$ cat config.mk
export PLATFORM = sky130hd
export DESIGN_NAME = rgbc_cell
export DESIGN_NICKNAME = d
export VERILOG_FILES = /design/src/hw/rtl/rgbc_pkg.sv /design/src/hw/rtl/rgbc_cell.sv
export SDC_FILE = /design/constraint.sdc
export NUM_CORES = 2
export LEC_CHECK = 0
export CORE_MARGIN = 2
export CORE_UTILIZATION = 68
export DETAILED_ROUTE_END_ITERATION = 8
export DONT_BUFFER_PORTS = 1
export GPL_ROUTABILITY_DRIVEN = 0
export GPL_TIMING_DRIVEN = 0
export PLACE_DENSITY_LB_ADDON = 0.2
export SLEW_MARGIN = 15
export SYNTH_ARGS = -nofsm -noshare
export SYNTH_HDL_FRONTEND = slang
export SYNTH_SLANG_ARGS = --single-unit
$ cat constraint.sdc
create_clock -name clk -period 8.9 [get_ports clk]
set_input_delay 0.89 -clock clk [delete_from_list [all_inputs] [get_ports clk]]
set_output_delay 0.89 -clock clk [all_outputs]
set_load 0.02 [all_outputs]
$ cat src/hw/rtl/rgbc_pkg.sv
// Shared types, constants and helpers for the RGB 3x3 convolution block.
package rgbc_pkg;

  localparam int CHAN_W   = 8;
  localparam int PROD_W   = 17;  // 9-bit signed pixel times 8-bit signed tap
  localparam int PART_W   = 19;  // sum of three products in one column
  localparam int SUM_W    = 21;  // sum of three column partials
  localparam int WRAP_W   = 16;  // accumulator wraps here
  localparam int CFG_W    = 64;
  localparam logic [CHAN_W-1:0] CHAN_MAX = 8'd255;

  typedef struct packed {
    logic [CHAN_W-1:0] red;
    logic [CHAN_W-1:0] green;
    logic [CHAN_W-1:0] blue;
  } pix_t;

  // one window column: rows top to bottom
  typedef struct packed {
    pix_t top;
    pix_t mid;
    pix_t bot;
  } col_t;

  // kernel taps for one window column
  typedef struct packed {
    logic [CHAN_W-1:0] top;
    logic [CHAN_W-1:0] mid;
    logic [CHAN_W-1:0] bot;
  } tap_col_t;

  // one line store entry: both stored rows at a column
  typedef struct packed {
    pix_t upper;
    pix_t middle;
  } line_t;

  typedef enum logic [1:0] {
    CELL_HOLD,
    CELL_SHIFT,
    CELL_LOAD
  } cell_mode_t;

  typedef struct packed {
    logic       en;
    cell_mode_t mode;
  } cell_ctrl_t;

  typedef enum logic [1:0] {
    REG_IMAGE_WIDTH  = 2'd0,
    REG_IMAGE_HEIGHT = 2'd1,
    REG_KERNEL_LOW   = 2'd2,
    REG_KERNEL_LAST  = 2'd3
  } cfg_idx_t;

  // wrap to 16 bits, then clamp to 0..255
  function automatic logic [CHAN_W-1:0] clamp_chan(input logic [SUM_W-1:0] s);
    logic [CHAN_W-1:0] r;
    if (s[WRAP_W-1]) begin
      r = '0;
    end else if (|s[WRAP_W-2:CHAN_W]) begin
      r = CHAN_MAX;
    end else begin
      r = s[CHAN_W-1:0];
    end
    return r;
  endfunction

endpackage

$ cat src/hw/rtl/rgbc_cell.sv
// Window column cell: holds one column of three pixels and its tap partials.
module rgbc_cell (
  input  logic                       clk,
  input  rgbc_pkg::cell_ctrl_t       ctrl,
  input  rgbc_pkg::col_t             shift_in,
  input  rgbc_pkg::col_t             load_in,
  input  rgbc_pkg::tap_col_t         taps,
  output rgbc_pkg::col_t             col,
  output logic signed [18:0]         part_red,
  output logic signed [18:0]         part_green,
  output logic signed [18:0]         part_blue
);
  import rgbc_pkg::*;

  // three-tap column sum for one channel
  function automatic logic signed [PART_W-1:0] col_sum(
    input logic [CHAN_W-1:0] a, input logic [CHAN_W-1:0] b,
    input logic [CHAN_W-1:0] c, input tap_col_t k);
    logic signed [PROD_W-1:0] pa;
    logic signed [PROD_W-1:0] pb;
    logic signed [PROD_W-1:0] pc;
    pa = $signed({1'b0, a}) * $signed(k.top);
    pb = $signed({1'b0, b}) * $signed(k.mid);
    pc = $signed({1'b0, c}) * $signed(k.bot);
    return {{(PART_W-PROD_W){pa[PROD_W-1]}}, pa}
         + {{(PART_W-PROD_W){pb[PROD_W-1]}}, pb}
         + {{(PART_W-PROD_W){pc[PROD_W-1]}}, pc};
  endfunction

  // column register
  always_ff @(posedge clk) begin
    unique case (ctrl.mode)
      CELL_SHIFT: col <= shift_in;
      CELL_LOAD:  col <= load_in;
      default:    col <= col;
    endcase
  end

  // partial sums from the held column
  always_ff @(posedge clk) begin
    if (ctrl.en) begin
      part_red   <= col_sum(col.top.red,   col.mid.red,   col.bot.red,   taps);
      part_green <= col_sum(col.top.green, col.mid.green, col.bot.green, taps);
      part_blue  <= col_sum(col.top.blue,  col.mid.blue,  col.bot.blue,  taps);
    end
  end

endmodule

==> impl_results.html <==
<table>
<tr><th>Metric</th><th>Value</th></tr>
<tr><th colspan="2">Outcome</th></tr>
<tr><td>Run status</td><td>completed</td></tr>
<tr><th colspan="2">Die</th></tr>
<tr><td>Floorplan die width</td><td>200 µm</td></tr>
<tr><td>Floorplan Core Area</td><td>between 30000 and 40000 µm²</td></tr>
<tr><td>Starting density of the core</td><td>0.692</td></tr>
<tr><td>Die area</td><td>40100 µm²</td></tr>
<tr><td>Die height</td><td>roughly 200 µm</td></tr>
<tr><td>Cell row count</td><td>71</td></tr>
<tr><td>Boundary pin count</td><td>301</td></tr>
<tr><th colspan="2">GRT</th></tr>
<tr><td>Global-route congestion overflow total</td><td>0</td></tr>
<tr><td>Vias in the first global route</td><td>between 20000 and 25000</td></tr>
<tr><td>Number of antenna violations at the first check in global routing</td><td>2</td></tr>
<tr><td>Most used routing layer in global routing</td><td>met2</td></tr>
<tr><td>Met1 layer usage reported by global route</td><td>0.398</td></tr>
<tr><td>Met2 Track Usage GR</td><td>0.615</td></tr>
<tr><td>Global-route track usage on met3</td><td>0.0729</td></tr>
<tr><td>Largest net degree at the start of global routing</td><td>between 50 and 60</td></tr>
<tr><td>First-pass GRT wire length</td><td>about 110000 µm</td></tr>
<tr><td>GRT Util Overall</td><td>0.359</td></tr>
<tr><th colspan="2">Hold path</th></tr>
<tr><td>Hold WC Path Type</td><td>input port to flop</td></tr>
<tr><td>Critical hold path startpoint</td><td>ctrl[2]</td></tr>
<tr><th colspan="2">STA</th></tr>
<tr><td>Slew at the pin closest to its max-slew limit</td><td>slightly below 1 ns</td></tr>
<tr><td>Part of the cycle the worst path needs</td><td>0.814</td></tr>
<tr><td>Count of pins over their slew limit</td><td>0</td></tr>
<tr><td>Relative slew slack</td><td>0.351</td></tr>
<tr><td>Unrepaired setup endpoints after global routing</td><td>no</td></tr>
<tr><td>Setup-violating endpoint count in the final report</td><td>0</td></tr>
<tr><td>Worst clock skew</td><td>0.00864 ns</td></tr>
<tr><td>Shortest clock period the worst path allows after layout</td><td>~7.2 ns</td></tr>
<tr><td>Max Clk Rate</td><td>around 140 MHz</td></tr>
<tr><td>Setup_tns</td><td>0 ns</td></tr>
<tr><td>Hold Vio Cnt, Final</td><td>0</td></tr>
<tr><th colspan="2">Setup path</th></tr>
<tr><td>Setup slack, reg-to-reg</td><td>just under 2 ns</td></tr>
<tr><td>Startpoint class of the critical path</td><td>input port</td></tr>
<tr><td>Origin of the critical flop-to-flop path</td><td>col[63]</td></tr>
<tr><td>Most frequent CP cell</td><td>fa_1</td></tr>
<tr><td>Crit path launch</td><td>taps[19]</td></tr>
<tr><td>Critical path, cell by cell</td><td>clkbuf_1 -&gt; nand2_1 -&gt; fa_1 -&gt; inv_1 -&gt; fa_1 -&gt; inv_1 -&gt; fa_1 -&gt; inv_1 -&gt; fa_1 -&gt; fa_1 -&gt; fa_1 -&gt; inv_1 -&gt; fa_1 -&gt; inv_1 -&gt; ha_1 -&gt; a211oi_1 -&gt; nor2_1 -&gt; a311oi_2 -&gt; o21ai_2 -&gt; or4_1 -&gt; nand4_1</td></tr>
<tr><td>Required time reported for the critical path endpoint</td><td>about 9 ns</td></tr>
<tr><td>Slowest cell on the critical path</td><td>fa_1</td></tr>
<tr><td>Critical path fanouts, max</td><td>10</td></tr>
<tr><td>Type of destination of the critical path</td><td>flop</td></tr>
<tr><td>Data arrival time of the critical path</td><td>7.57 ns</td></tr>
<tr><td>Start-to-end type of the worst setup path</td><td>input port to flop</td></tr>
<tr><td>Largest stage delay on the critical path</td><td>about 0.57 ns</td></tr>
<tr><th colspan="2">Final layout</th></tr>
<tr><td>Area growth from synthesis to layout</td><td>5.06%</td></tr>
<tr><td>Proportion of layout cells with a drive suffix above 1</td><td>0.0431</td></tr>
<tr><td>Final-stage net count</td><td>about 3600</td></tr>
<tr><th colspan="2">Clock network</th></tr>
<tr><td>Setup fix buffers added after clock tree synthesis</td><td>0</td></tr>
<tr><td>Source-to-sink clock delay at the later pin of the worst-skew pair</td><td>roughly 0.46 ns</td></tr>
<tr><td>Level count of the clock H-tree</td><td>4</td></tr>
<tr><td>Clock tree sinks</td><td>roughly 130</td></tr>
<tr><td>Number of gates given a new drive strength after cts</td><td>0</td></tr>
<tr><td>Hold-fix buffers, CTS</td><td>0</td></tr>
<tr><td>CTS buffer count</td><td>17</td></tr>
<tr><td>Max clock buf depth</td><td>2</td></tr>
<tr><td>Reg clk slew, reported paths</td><td>about 0.06 ns</td></tr>
<tr><td>Clk root buf</td><td>clkbuf_16</td></tr>
<tr><td>CTS tree</td><td>built</td></tr>
<tr><th colspan="2">Yosys</th></tr>
<tr><td>Count of mapped cells out of synthesis</td><td>about 2600</td></tr>
<tr><td>Syn nets</td><td>3607</td></tr>
<tr><td>Sequential area share after synthesis</td><td>0.148</td></tr>
<tr><td>Share of synthesized registers carrying an async set or reset</td><td>0</td></tr>
<tr><td>Average size of a mapped cell</td><td>10.0 µm²</td></tr>
<tr><td>Number of flops mapped to enable cells by yosys</td><td>around 130</td></tr>
<tr><td>Synth area leaders</td><td>fa_1, ha_1, edfxtp_1</td></tr>
<tr><td>Cell with the most instances after synthesis</td><td>inv_1</td></tr>
<tr><td>Most frequently used flop master after synthesis</td><td>edfxtp_1</td></tr>
<tr><td>Mapped Area</td><td>approximately 26000 µm²</td></tr>
<tr><td>Area fraction of the dominant cell type after synthesis</td><td>0.379</td></tr>
<tr><td>Synth warn</td><td>0</td></tr>
<tr><td>Register bit count reported by yosys</td><td>between 100 and 150</td></tr>
<tr><td>Top cells by count, synth</td><td>inv_1, fa_1, ha_1</td></tr>
<tr><td>Unique cell type count in the Yosys netlist</td><td>49</td></tr>
<tr><td>Cell taking the most area after synthesis</td><td>fa_1</td></tr>
<tr><th colspan="2">Route</th></tr>
<tr><td>Post-detailed-route DRC marker count</td><td>0</td></tr>
<tr><td>Drt wl/cell</td><td>approximately 22 µm</td></tr>
<tr><td>Via count normalized by instance count</td><td>roughly 5.8</td></tr>
<tr><td>DRT antenna net count</td><td>0</td></tr>
<tr><td>Aggregate routed wire length</td><td>slightly below 70000 µm</td></tr>
<tr><td>First-iteration detailed-routing DRC count</td><td>between 1000 and 1500</td></tr>
<tr><td>First-pass iteration count of the detailed router</td><td>5</td></tr>
<tr><td>Detailed-route via count</td><td>18200</td></tr>
<tr><th colspan="2">Placed design</th></tr>
<tr><td>Port Buffers</td><td>0</td></tr>
<tr><td>Post-detailed-placement half-perimeter wirelength</td><td>slightly below 60000 µm</td></tr>
<tr><th colspan="2">Job</th></tr>
<tr><td>MaxCap Viol Count</td><td>0</td></tr>
</table>
## state kept, by name, summed over array words and instances, names as in the netlist
| name | flops |
|---|---|
| part_red | 19 |
| col | 72 |
| part_green | 19 |
| part_blue | 19 |
## critical path: cells and delay by family
kind / cells / cell delay, ns
AOI/OAI and AO/OA: 3 / 1.03
adders and majority gates: 8 / 3.99
buffers and inverters: 6 / 0.82
and+or+nand+nor: 4 / 0.81
## routing by layer
layer | part of all wire | vias to the layer above
met5 | 0 | -
met3 | 0.078 | 268
met2 | 0.51 | 860
li1 | - | 7856
met4 | 0.082 | 0
met1 | 0.33 | 9211
## layout by cell type (no fill, tap or decap), types with 2 or more instances in the layout
master and count:
clkbuf_2 2, a211oi_1 7, ha_1 328, inv_1 711, diode_2 3, nor2_1 48
o21a_1 6, nand2_1 213, o211ai_1 9, a221oi_1 2, and3_1 6, a21o_1 16
nor2b_1 32, nor3_1 6, o21bai_1 2, xor2_1 14, or2_2 3, xnor2_1 29
clkbuf_1 55, edfxtp_1 129, clkbuf_16 17, bufinv_16 5, mux2_2 72, o21ai_0 14
fa_1 496, a21oi_1 35, a31oi_1 5, nand3_1 4, nand2b_1 28, clkinvlp_4 2
nand4_1 4, inv_6 4, and2_1 312
## worst paths after layout
| check | depth (start not counted) | to |
|---|---|---|
| worst min register to register | 2 | part_green[0] |
| worst max-delay path | 21 | part_green[16] |
| worst min-delay path | 0 | part_blue[15] |
| worst max register to register | 19 | part_green[16] |
## metrics by stage
stage / hold WS, ns / setup slack [ns] / cells / instance area [µm²] / utilization
final: 0.542 / 1.66 / 3158 / 27500 / 0.727
after global routing: 0.513 / 1.45 / 3156 / 27500 / 0.727
after CTS: 0.521 / 1.74 / 3155 / 27500 / 0.727
after detailed placement: 1.01 / 1.27 / 3123 / 26900 / 0.710
after global placement: 1.01 / 1.13 / 3122 / 26800 / 0.709
after floorplan: 0.898 / 2.24 / 2611 / 26200 / -
## final cells by class
| class | count | area [µm²] |
|---|---|---|
| Multi-Input combinational cell | 1712 | 19400 |
| Fill cell | 2830 | 10300 |
| Sequential cell | 129 | 3870 |
| Inverter | 712 | 2680 |
| Tap cell | 511 | 639 |
| Clock buffer | 17 | 425 |
| Clock inverter | 15 | 229 |
| Buffer | 58 | 220 |
| Timing Repair Buffer | 1 | 20.0 |
| Antenna cell | 3 | 7.51 |
## cells by family after synthesis
family	synth area share
adder cells (fa/ha/maj)	0.536
AND/OR/NAND/NOR	0.134
multiplexers	0.0313
buffers and inverters	0.110
flip-flops	0.148
AO/OA/AOI/OAI	0.0267
XOR/XNOR	0.0144
Power is not shown: default switching activity piles up to over one toggle a cycle in this logic, so the estimate is an artifact.
